<file path="config.mk">
export PLATFORM = sky130hd
export DESIGN_NAME = uart_command_line_parser
export DESIGN_NICKNAME = d
export VERILOG_FILES = /design/src/ucl_pkg.sv /design/src/uart_command_line_parser.sv
export SDC_FILE = /design/constraint.sdc
export NUM_CORES = 1
export LEC_CHECK = 0
export ABC_AREA = 0
export BUFFER_PORTS_ARGS = -buffer_cell sky130_fd_sc_hd__buf_2
export CAP_MARGIN = 20
export CORE_MARGIN = 2
export CORE_UTILIZATION = 45
export CTS_BUF_LIST = sky130_fd_sc_hd__clkbuf_16
export DETAILED_ROUTE_END_ITERATION = 8
export HOLD_SLACK_MARGIN = 0.06
export PLACE_DENSITY = 0.59
export SYNTH_ARGS = -nofsm -noshare
export SYNTH_HDL_FRONTEND = slang
export SYNTH_SLANG_ARGS = --single-unit
export TNS_END_PERCENT = 100
</file>
<file path="constraint.sdc">
create_clock -name clk_i -period 8.5 [get_ports clk_i]
set_input_delay 0 -clock clk_i [delete_from_list [all_inputs] [get_ports clk_i]]
set_output_delay 0 -clock clk_i [all_outputs]
set_load 0.05 [all_outputs]
</file>
<file path="src/ucl_pkg.sv">
package ucl_pkg;

  // Item field widths
  localparam int unsigned BYTE_W   = 8;
  localparam int unsigned CMD_W    = 2;
  localparam int unsigned RPM_W    = 20;
  localparam int unsigned MAXRPM_W = 14;

  // Running accumulator and scaling
  localparam int unsigned ACC_W   = 24;
  localparam int unsigned SCALE_W = 10;
  localparam int unsigned VAL_W   = ACC_W + SCALE_W;
  localparam int unsigned LIMIT_W = MAXRPM_W + SCALE_W;
  localparam int unsigned NEXT_W  = ACC_W + 4;

  localparam logic [ACC_W-1:0]    ACC_MAX        = {ACC_W{1'b1}};
  localparam logic [MAXRPM_W-1:0] MAX_RPM_RESET  = MAXRPM_W'(1000);

  // Command codes
  localparam logic [CMD_W-1:0] CMD_NONE  = 2'd0;
  localparam logic [CMD_W-1:0] CMD_RPM   = 2'd1;
  localparam logic [CMD_W-1:0] CMD_START = 2'd2;
  localparam logic [CMD_W-1:0] CMD_STOP  = 2'd3;

  // Characters
  localparam logic [BYTE_W-1:0] CHAR_NUL   = 8'h00;
  localparam logic [BYTE_W-1:0] CHAR_TAB   = 8'h09;
  localparam logic [BYTE_W-1:0] CHAR_LF    = 8'h0A;
  localparam logic [BYTE_W-1:0] CHAR_VT    = 8'h0B;
  localparam logic [BYTE_W-1:0] CHAR_FF    = 8'h0C;
  localparam logic [BYTE_W-1:0] CHAR_CR    = 8'h0D;
  localparam logic [BYTE_W-1:0] CHAR_SPACE = 8'h20;
  localparam logic [BYTE_W-1:0] CHAR_PLUS  = 8'h2B;
  localparam logic [BYTE_W-1:0] CHAR_MINUS = 8'h2D;
  localparam logic [BYTE_W-1:0] CHAR_DOT   = 8'h2E;
  localparam logic [BYTE_W-1:0] CHAR_ZERO  = 8'h30;
  localparam logic [BYTE_W-1:0] CHAR_NINE  = 8'h39;
  localparam logic [BYTE_W-1:0] CHAR_COLON = 8'h3A;
  localparam logic [BYTE_W-1:0] CHAR_A     = 8'h41;
  localparam logic [BYTE_W-1:0] CHAR_M     = 8'h4D;
  localparam logic [BYTE_W-1:0] CHAR_O     = 8'h4F;
  localparam logic [BYTE_W-1:0] CHAR_P     = 8'h50;
  localparam logic [BYTE_W-1:0] CHAR_R     = 8'h52;
  localparam logic [BYTE_W-1:0] CHAR_S     = 8'h53;
  localparam logic [BYTE_W-1:0] CHAR_T     = 8'h54;

  // Keyword tracking bits
  localparam int unsigned KW_RPM   = 0;
  localparam int unsigned KW_START = 1;
  localparam int unsigned KW_STOP  = 2;

  // Power of ten for 0..3 digits
  function automatic logic [SCALE_W-1:0] pow10(input logic [1:0] n);
    logic [SCALE_W-1:0] r;
    case (n)
      2'd0:    r = SCALE_W'(1);
      2'd1:    r = SCALE_W'(10);
      2'd2:    r = SCALE_W'(100);
      default: r = SCALE_W'(1000);
    endcase
    return r;
  endfunction

endpackage

</file>
<file path="src/uart_command_line_parser.sv">
// Channel  | Dir | Payload (low bit first)                           | Handshake
// ---------+-----+---------------------------------------------------+-------------------------
// s_axis   | in  | tdata[7:0] rx_byte                                | tvalid/tready
// m_axis   | out | tuser[1:0] command; tdata[19:0] rpm_hundredths,   | tvalid/tready
//          |     | tdata[23:20] pad 0                                |
// cfg      | in  | cfg_wdata_i max_rpm                               | cfg_we_i, no wait
//
// One item a cycle sustained, while no CR/LF item waits on a full result register.
// An item is held in the input register, where the line state is updated; a CR or
// LF item loads the result register, which drives m_axis directly.
// Reset clears the line state and sets max_rpm to 1000.
// Only a CR/LF item waits in the input register while the result register is full
// and not being taken; other items pass through regardless of the output side.
module uart_command_line_parser #(
  parameter int unsigned LINE_LIMIT      = 63,
  parameter int unsigned FRACTION_DIGITS = 2
) (
  input  logic        clk_i,
  input  logic        rst_ni,
  // Configuration
  input  logic        cfg_we_i,
  input  logic [13:0] cfg_wdata_i,     // max_rpm
  // Received bytes
  input  logic        s_axis_tvalid,
  output logic        s_axis_tready,
  input  logic [7:0]  s_axis_tdata,    // [7:0] rx_byte
  // Results
  output logic        m_axis_tvalid,
  input  logic        m_axis_tready,
  output logic [1:0]  m_axis_tuser,    // [1:0] command
  output logic [23:0] m_axis_tdata     // [19:0] rpm_hundredths, [23:20] zero
);

  localparam int unsigned LEN_W = $clog2(LINE_LIMIT + 1);
  localparam logic [LEN_W-1:0] LEN_LIMIT = LEN_W'(LINE_LIMIT);
  localparam logic [LEN_W-1:0] LEN_FOUR  = LEN_W'(4);
  localparam logic [LEN_W-1:0] LEN_FIVE  = LEN_W'(5);
  localparam logic [1:0] FRAC_DIGITS = 2'(FRACTION_DIGITS);

  localparam logic [ucl_pkg::SCALE_W-1:0] FULL_SCALE = ucl_pkg::pow10(FRAC_DIGITS);
  localparam logic [ucl_pkg::LIMIT_W-1:0] LIMIT_RESET =
      ucl_pkg::LIMIT_W'(ucl_pkg::MAX_RPM_RESET) * ucl_pkg::LIMIT_W'(FULL_SCALE);

  // Number parser phases
  localparam logic [1:0] PH_WAIT = 2'd0;  // leading blanks and sign
  localparam logic [1:0] PH_INT  = 2'd1;
  localparam logic [1:0] PH_FRAC = 2'd2;
  localparam logic [1:0] PH_DONE = 2'd3;

  // ---------------------------------------------------------------- input register
  logic                       in_valid_q, in_valid_d;
  logic [ucl_pkg::BYTE_W-1:0] in_byte_q, in_byte_d;
  logic                       is_eol, out_free, advance;

  // ---------------------------------------------------------------- line state
  logic [LEN_W-1:0]          len_q, len_d;
  logic [2:0]                alive_q, alive_d;
  logic [1:0]                phase_q, phase_d;
  logic                      neg_q, neg_d;
  logic [ucl_pkg::ACC_W-1:0] acc_q, acc_d;
  logic [1:0]                fc_q, fc_d;
  logic                      excess_q, excess_d;
  logic                      ended_q, ended_d;
  logic                      tail_q, tail_d;

  logic [ucl_pkg::LIMIT_W-1:0] limit_q, limit_d;

  // ---------------------------------------------------------------- result register
  logic                       m_valid_q, m_valid_d;
  logic [ucl_pkg::CMD_W-1:0]  cmd_q, cmd_d;
  logic [ucl_pkg::RPM_W-1:0]  rpm_q, rpm_d;

  // Byte classification
  logic                       is_digit, is_blank, is_sign;
  logic [3:0]                 digit;
  logic [ucl_pkg::NEXT_W-1:0] acc_next;
  logic                       acc_over;
  logic [1:0]                 ph;
  logic                       num_go;

  // Line finish
  logic [2:0]                    alive_f;
  logic [ucl_pkg::SCALE_W-1:0]   scale;
  logic [ucl_pkg::VAL_W-1:0]     val;
  logic [ucl_pkg::VAL_W-1:0]     limit_ext;
  logic                          val_zero;
  logic [ucl_pkg::CMD_W-1:0]     fin_cmd;
  logic [ucl_pkg::RPM_W-1:0]     fin_rpm;

  // Handshake: only an end-of-line item needs the result register
  assign is_eol   = (in_byte_q == ucl_pkg::CHAR_CR) || (in_byte_q == ucl_pkg::CHAR_LF);
  assign out_free = !m_valid_q || m_axis_tready;
  assign advance  = in_valid_q && (!is_eol || out_free);
  assign s_axis_tready = !in_valid_q || advance;

  always_comb begin
    in_valid_d = in_valid_q;
    in_byte_d  = in_byte_q;
    if (s_axis_tvalid && s_axis_tready) begin
      in_valid_d = 1'b1;
      in_byte_d  = s_axis_tdata;
    end else if (advance) begin
      in_valid_d = 1'b0;
    end
  end

  // Character classes
  assign is_digit = (in_byte_q >= ucl_pkg::CHAR_ZERO) && (in_byte_q <= ucl_pkg::CHAR_NINE);
  assign digit    = in_byte_q[3:0];
  assign is_blank = (in_byte_q == ucl_pkg::CHAR_SPACE) || (in_byte_q == ucl_pkg::CHAR_TAB) ||
                    (in_byte_q == ucl_pkg::CHAR_VT)    || (in_byte_q == ucl_pkg::CHAR_FF);
  assign is_sign  = (in_byte_q == ucl_pkg::CHAR_PLUS) || (in_byte_q == ucl_pkg::CHAR_MINUS);

  // acc*10 + digit as two shifts and an add; above ACC_MAX means overflow
  assign acc_next = {acc_q, 3'b000} + {3'b000, acc_q, 1'b0} + ucl_pkg::NEXT_W'(digit);
  assign acc_over = acc_next > ucl_pkg::NEXT_W'(ucl_pkg::ACC_MAX);

  // Per-byte line state update
  always_comb begin
    len_d    = len_q;
    alive_d  = alive_q;
    phase_d  = phase_q;
    neg_d    = neg_q;
    acc_d    = acc_q;
    fc_d     = fc_q;
    excess_d = excess_q;
    ended_d  = ended_q;
    tail_d   = tail_q;
    ph       = phase_q;
    num_go   = 1'b0;

    if (advance) begin
      if (is_eol) begin
        len_d    = '0;
        alive_d  = 3'b111;
        phase_d  = PH_WAIT;
        neg_d    = 1'b0;
        acc_d    = '0;
        fc_d     = '0;
        excess_d = 1'b0;
        ended_d  = 1'b0;
        tail_d   = 1'b0;
      end else if (len_q < LEN_LIMIT) begin
        len_d = len_q + LEN_W'(1);
        if (!ended_q) begin
          if (in_byte_q == ucl_pkg::CHAR_NUL) begin
            // text stops here: keywords must have been complete
            ended_d = 1'b1;
            if (len_q != LEN_FIVE) alive_d[ucl_pkg::KW_START] = 1'b0;
            if (len_q != LEN_FOUR) alive_d[ucl_pkg::KW_STOP]  = 1'b0;
            if (len_q <  LEN_FOUR) alive_d[ucl_pkg::KW_RPM]   = 1'b0;
          end else begin
            case (len_q)
              LEN_W'(0): begin
                if (in_byte_q != ucl_pkg::CHAR_R) alive_d[ucl_pkg::KW_RPM]   = 1'b0;
                if (in_byte_q != ucl_pkg::CHAR_S) alive_d[ucl_pkg::KW_START] = 1'b0;
                if (in_byte_q != ucl_pkg::CHAR_S) alive_d[ucl_pkg::KW_STOP]  = 1'b0;
              end
              LEN_W'(1): begin
                if (in_byte_q != ucl_pkg::CHAR_P) alive_d[ucl_pkg::KW_RPM]   = 1'b0;
                if (in_byte_q != ucl_pkg::CHAR_T) alive_d[ucl_pkg::KW_START] = 1'b0;
                if (in_byte_q != ucl_pkg::CHAR_T) alive_d[ucl_pkg::KW_STOP]  = 1'b0;
              end
              LEN_W'(2): begin
                if (in_byte_q != ucl_pkg::CHAR_M) alive_d[ucl_pkg::KW_RPM]   = 1'b0;
                if (in_byte_q != ucl_pkg::CHAR_A) alive_d[ucl_pkg::KW_START] = 1'b0;
                if (in_byte_q != ucl_pkg::CHAR_O) alive_d[ucl_pkg::KW_STOP]  = 1'b0;
              end
              LEN_W'(3): begin
                if (in_byte_q != ucl_pkg::CHAR_COLON) alive_d[ucl_pkg::KW_RPM] = 1'b0;
                if (in_byte_q != ucl_pkg::CHAR_R) alive_d[ucl_pkg::KW_START] = 1'b0;
                if (in_byte_q != ucl_pkg::CHAR_P) alive_d[ucl_pkg::KW_STOP]  = 1'b0;
              end
              LEN_W'(4): begin
                if (in_byte_q != ucl_pkg::CHAR_T) alive_d[ucl_pkg::KW_START] = 1'b0;
                alive_d[ucl_pkg::KW_STOP] = 1'b0;
              end
              default: begin
                alive_d[ucl_pkg::KW_START] = 1'b0;
                alive_d[ucl_pkg::KW_STOP]  = 1'b0;
              end
            endcase

            // number text after the prefix
            if (len_q >= LEN_FOUR) begin
              num_go = 1'b1;
              if (phase_q == PH_WAIT) begin
                if (is_blank) begin
                  num_go = 1'b0;
                end else if (is_sign) begin
                  neg_d   = (in_byte_q == ucl_pkg::CHAR_MINUS);
                  phase_d = PH_INT;
                  num_go  = 1'b0;
                end else begin
                  ph      = PH_INT;
                  phase_d = PH_INT;
                end
              end
              if (num_go) begin
                case (ph)
                  PH_INT: begin
                    if (is_digit) begin
                      if (!excess_q) begin
                        if (acc_over) excess_d = 1'b1;
                        else          acc_d    = acc_next[ucl_pkg::ACC_W-1:0];
                      end
                    end else if (in_byte_q == ucl_pkg::CHAR_DOT) begin
                      phase_d = PH_FRAC;
                    end else begin
                      phase_d = PH_DONE;
                    end
                  end
                  PH_FRAC: begin
                    if (is_digit) begin
                      if (fc_q < FRAC_DIGITS) begin
                        if (!excess_q) begin
                          if (acc_over) excess_d = 1'b1;
                          else          acc_d    = acc_next[ucl_pkg::ACC_W-1:0];
                        end
                        fc_d = fc_q + 2'd1;
                      end else if (digit != 4'd0) begin
                        tail_d = 1'b1;   // dropped digit, still matters for limits
                      end
                    end else begin
                      phase_d = PH_DONE;
                    end
                  end
                  default: ;
                endcase
              end
            end
          end
        end
      end
    end
  end

  // Line finish: scale to full fraction digits and check range
  assign scale     = ucl_pkg::pow10(FRAC_DIGITS - fc_q);
  assign val       = ucl_pkg::VAL_W'(acc_q) * ucl_pkg::VAL_W'(scale);
  assign limit_ext = ucl_pkg::VAL_W'(limit_q);
  assign val_zero  = (acc_q == '0) && !tail_q;

  always_comb begin
    alive_f = alive_q;
    if (!ended_q) begin
      if (len_q != LEN_FIVE) alive_f[ucl_pkg::KW_START] = 1'b0;
      if (len_q != LEN_FOUR) alive_f[ucl_pkg::KW_STOP]  = 1'b0;
      if (len_q <  LEN_FOUR) alive_f[ucl_pkg::KW_RPM]   = 1'b0;
    end
    fin_cmd = ucl_pkg::CMD_NONE;
    fin_rpm = '0;
    if (alive_f[ucl_pkg::KW_RPM]) begin
      // negative zero passes; anything else negative fails
      if (!excess_q && !(neg_q && !val_zero) &&
          !(val > limit_ext) && !((val == limit_ext) && tail_q)) begin
        fin_cmd = ucl_pkg::CMD_RPM;
        fin_rpm = val[ucl_pkg::RPM_W-1:0];
      end
    end else if (alive_f[ucl_pkg::KW_START]) begin
      fin_cmd = ucl_pkg::CMD_START;
    end else if (alive_f[ucl_pkg::KW_STOP]) begin
      fin_cmd = ucl_pkg::CMD_STOP;
    end
  end

  always_comb begin
    m_valid_d = m_valid_q;
    cmd_d     = cmd_q;
    rpm_d     = rpm_q;
    if (advance && is_eol) begin
      m_valid_d = 1'b1;
      cmd_d     = fin_cmd;
      rpm_d     = fin_rpm;
    end else if (m_axis_tready) begin
      m_valid_d = 1'b0;
    end
  end

  // Limit kept in hundredths, scaled once when written
  assign limit_d = cfg_we_i ?
      ucl_pkg::LIMIT_W'(cfg_wdata_i) * ucl_pkg::LIMIT_W'(FULL_SCALE) : limit_q;

  always_ff @(posedge clk_i or negedge rst_ni) begin
    if (!rst_ni) begin
      in_valid_q <= 1'b0;
      m_valid_q  <= 1'b0;
      len_q      <= '0;
      alive_q    <= 3'b111;
      phase_q    <= PH_WAIT;
      neg_q      <= 1'b0;
      acc_q      <= '0;
      fc_q       <= '0;
      excess_q   <= 1'b0;
      ended_q    <= 1'b0;
      tail_q     <= 1'b0;
      limit_q    <= LIMIT_RESET;
    end else begin
      in_valid_q <= in_valid_d;
      m_valid_q  <= m_valid_d;
      len_q      <= len_d;
      alive_q    <= alive_d;
      phase_q    <= phase_d;
      neg_q      <= neg_d;
      acc_q      <= acc_d;
      fc_q       <= fc_d;
      excess_q   <= excess_d;
      ended_q    <= ended_d;
      tail_q     <= tail_d;
      limit_q    <= limit_d;
    end
  end

  always_ff @(posedge clk_i) begin
    in_byte_q <= in_byte_d;
    cmd_q     <= cmd_d;
    rpm_q     <= rpm_d;
  end

  assign m_axis_tvalid = m_valid_q;
  assign m_axis_tuser  = cmd_q;
  assign m_axis_tdata  = {4'b0000, rpm_q};

`ifndef SYNTHESIS
  // Line length never runs past the limit
  a_len_limit: assert property (@(posedge clk_i) disable iff (!rst_ni)
    len_q <= LEN_LIMIT)
    else $error("line length beyond limit");

  // A fresh result only follows an end-of-line item leaving the input register
  a_result_source: assert property (@(posedge clk_i) disable iff (!rst_ni)
    $rose(m_valid_q) |-> $past(advance && is_eol))
    else $error("result without end of line");

  // RPM value is zero for every other command
  a_rpm_zero: assert property (@(posedge clk_i) disable iff (!rst_ni)
    (m_valid_q && (cmd_q != ucl_pkg::CMD_RPM)) |-> (rpm_q == '0))
    else $error("rpm value on non-rpm command");

  // A completed line always clears the parse state
  a_line_clear: assert property (@(posedge clk_i) disable iff (!rst_ni)
    (advance && is_eol) |=> ((len_q == '0) && (alive_q == 3'b111) && (acc_q == '0)))
    else $error("line state not cleared");
`endif

endmodule
</file>
==> results_dict.tcl <==
set metrics [dict create \
    run_status "completed" \
    finalHoldViolations 0 \
    slew-limit-headroom_pct 35.2 \
    setup_ws_ns 0.236 \
    crit_required_ns 8.74 \
    fillers 2997 \
    setup_viol 0 \
    crit_type "flop to flop" \
    wl_met3_microns 1030 \
    grt_pass1_vias 11600 \
    dp_worst_setup_slack_ns 0.0447 \
    syn_inst 1607 \
    syn_area_per_cell_sq_um 8.98 \
    yosys_most_used_dff "dfrtp_1" \
    finClkSkew_ns 0.0117 \
    cts_sinks 92 \
    core_area_sq_um 31600 \
    dpl.hpwl_microns 27500 \
    chipHeight_microns 183 \
    synth_top_cell_by_area "fa_1" \
    cts_root_buf "clkbuf_16" \
    synth-seq-cells 92 \
    p_leak_nw 8.37 \
    synth_top_area_share_pct 21.6 \
    ir_drop_mv 0.121 \
    die_x_microns 183 \
    htreeDepth 3 \
    antenna_found_initial 0 \
    rr_worst_depth 31 \
    drt_iter0_drc 489 \
    layout_common_cells "237 x inv_1, 202 x ha_1, 152 x fa_1, 133 x nand2_1, 95 x o21ai_0" \
    crit_path_start_kind "flop" \
    wl_met1_microns 16400 \
    yosys-top-cells-area "fa_1 22%, ha_1 19%, dfrtp_1 9.2%" \
    hold_slack_ns 0.0886 \
    ys_types 78 \
    wl_met2_microns 17500 \
    clkTransAtPathRegs_ns 0.07 \
    grt_pass1_wl_microns 58400 \
    gp_congestion 0.876 \
    cpPeakStageDelay_ns 0.64 \
    cts_made_buffers 9 \
    rows 65 \
    drive_gt1_share_pct 11.4 \
    slowest_stage "or4_4" \
    end_kind "flop" \
    grt_usage_pct 21.7 \
    ios 55 \
    drv_cap 0 \
    cpMostUsedCell "fa_1" \
    synth_seq_area_share_pct 17.1 \
    tightest_slew_ns 0.972 \
    timing.final.crit_share_pct 97.2 \
    clock.fmax_ghz 0.121 \
    clk_latency_ns 0.38 \
    arrival_ns 8.51 \
    detail_route.wl_per_cell_microns 17.0 \
    async_flop_share_pct 67.4 \
    top_layer "met4" \
    hp-class "input port to flop" \
    layout_commonest_cell "inv_1" \
    area_growth_pct 11.7 \
    p_per_area_nw_per_um2 89.9 \
    tritoncts "built" \
    min_path_cells 3 \
    clk_path_buf_depth 2 \
    port-buffer-count 50 \
    synth-edff-count 30 \
    dieArea_sq_um 33500 \
    route.detailed.drc 0 \
    drtAntennaViolNets 0 \
    n_antenna_cell 0 \
    min_period_ns 8.26 \
    grt_overflow 0 \
    grt_max_degree 63 \
    vias 11400 \
    wl_microns 35400 \
    syn_area_sq_um 14400 \
    crit_path_max_fanout 11 \
    drt-vias-per-instance 5.45 \
    fin_nets 2077 \
    initial_core_util_pct 45.7 \
    drt_pass1_iterations 5 \
    slew_viol_final 0 \
    ys.warnings.count 0 \
]
-- cell usage after synthesis (16+ instances only) --
cell type and instances:
nor3_1 17, a21o_1 35, nor2b_1 35, nand2b_1 16, a21oi_1 80, edfxtp_1 30
xor2_1 29, nand4_1 18, ha_1 215, nor2_1 84, xnor2_1 34, nand2_1 136
nand3_1 47, fa_1 156, inv_1 239, o21ai_0 103, and2_1 38, dfrtp_1 53
clkbuf_1 36
-- stage by stage --
stage	std cells	instance area (sq um)	utilization, %	total power [mW]	TNS [ns]
floorplan	1610	14400	-	0.915	0
global placement	2034	15200	48.0	1.03	0
detailed placement	2034	15200	48.0	1.04	0
CTS	2068	15600	49.6	1.44	0
global route	2086	16100	51.1	1.55	-0.342
finish	2086	16100	51.1	1.45	0
-- state kept, by name, summed over array words and instances, names as in the netlist --
signal,cells
m_axis_tvalid,1
fc_q,2
alive_q,3
in_byte_q,8
tail_q,1
acc_q,24
len_q,6
rpm_q,20
neg_q,1
m_axis_tuser,2
limit_q,19
in_valid_q,1
phase_q,2
ended_q,1
excess_q,1
-- routing by layer --
| layer | vias up | GRT usage [%] |
|---|---|---|
| li1 | 5555 | - |
| met1 | 5621 | 29.1 |
| met2 | 172 | 37.6 |
| met3 | 26 | 2.52 |
| met4 | 0 | 5.06 |
| met5 | - | 0 |
-- timing repair --
item	CTS	global route
resized for setup	6	66
hold buffers	16	0
endpoints found under the setup margin	1	21
setup buffers	0	14
cloned	2	5
pin swaps	3	39
endpoints found under the hold margin	67	0
-- final cells by class --
type | count | area [sq um] | area share [%]
clock buffers | 10 | 250 | 1.55
well taps | 402 | 503 | 3.12
multi-input cells | 1222 | 11100 | 68.7
repair buffers | 115 | 893 | 5.54
flip-flops and latches | 92 | 2470 | 15.3
inverters | 239 | 900 | 5.58
clock inverters | 6 | 31.3 | 0.194
-- kinds of logic (layout without fill, tap and decap cells) --
kind of cell	count (synthesis)	after routing	share of synthesized area, %
simple gates	453	456	15.9
fa+ha+maj	371	371	40.3
compound gates	313	313	13.3
buf+inv	299	370	8.41
flops	92	92	17.1
xor+xnor	64	64	3.94
mux	14	14	1.01
other cells	1	4	0.0260
-- report_power, final --
part / internal [mW] / switching (mW)
registers: 0.520 / 0.0526
logic: 0.204 / 0.274
clock network: 0.212 / 0.185
total: 0.936 / 0.512
-- critical path: cells and delay by family, from the launching register on --
family,cells,cell delay [ns]
fa+ha+maj,8,3.13
simple gates,11,2.27
compound gates,6,1.49
buf+inv,5,0.53
flops,1,0.47
xor+xnor,1,0.21
-- worst paths after layout --
kind / from / endpoint / slack, ns
setup / recovery: fc_q[1] / rpm_q[15] / 0.24
hold / removal: cfg_we_i / limit_q[16] / 0.09
setup reg to reg: fc_q[1] / rpm_q[15] / 0.24
hold reg to reg: alive_q[2] / alive_q[2] / 0.52
max in group asynchronous: rst_ni / fc_q[1] / 7.53
min in group asynchronous: rst_ni / acc_q[10] / 0.33
No activity file was read; power rests on OpenSTA's default activity.
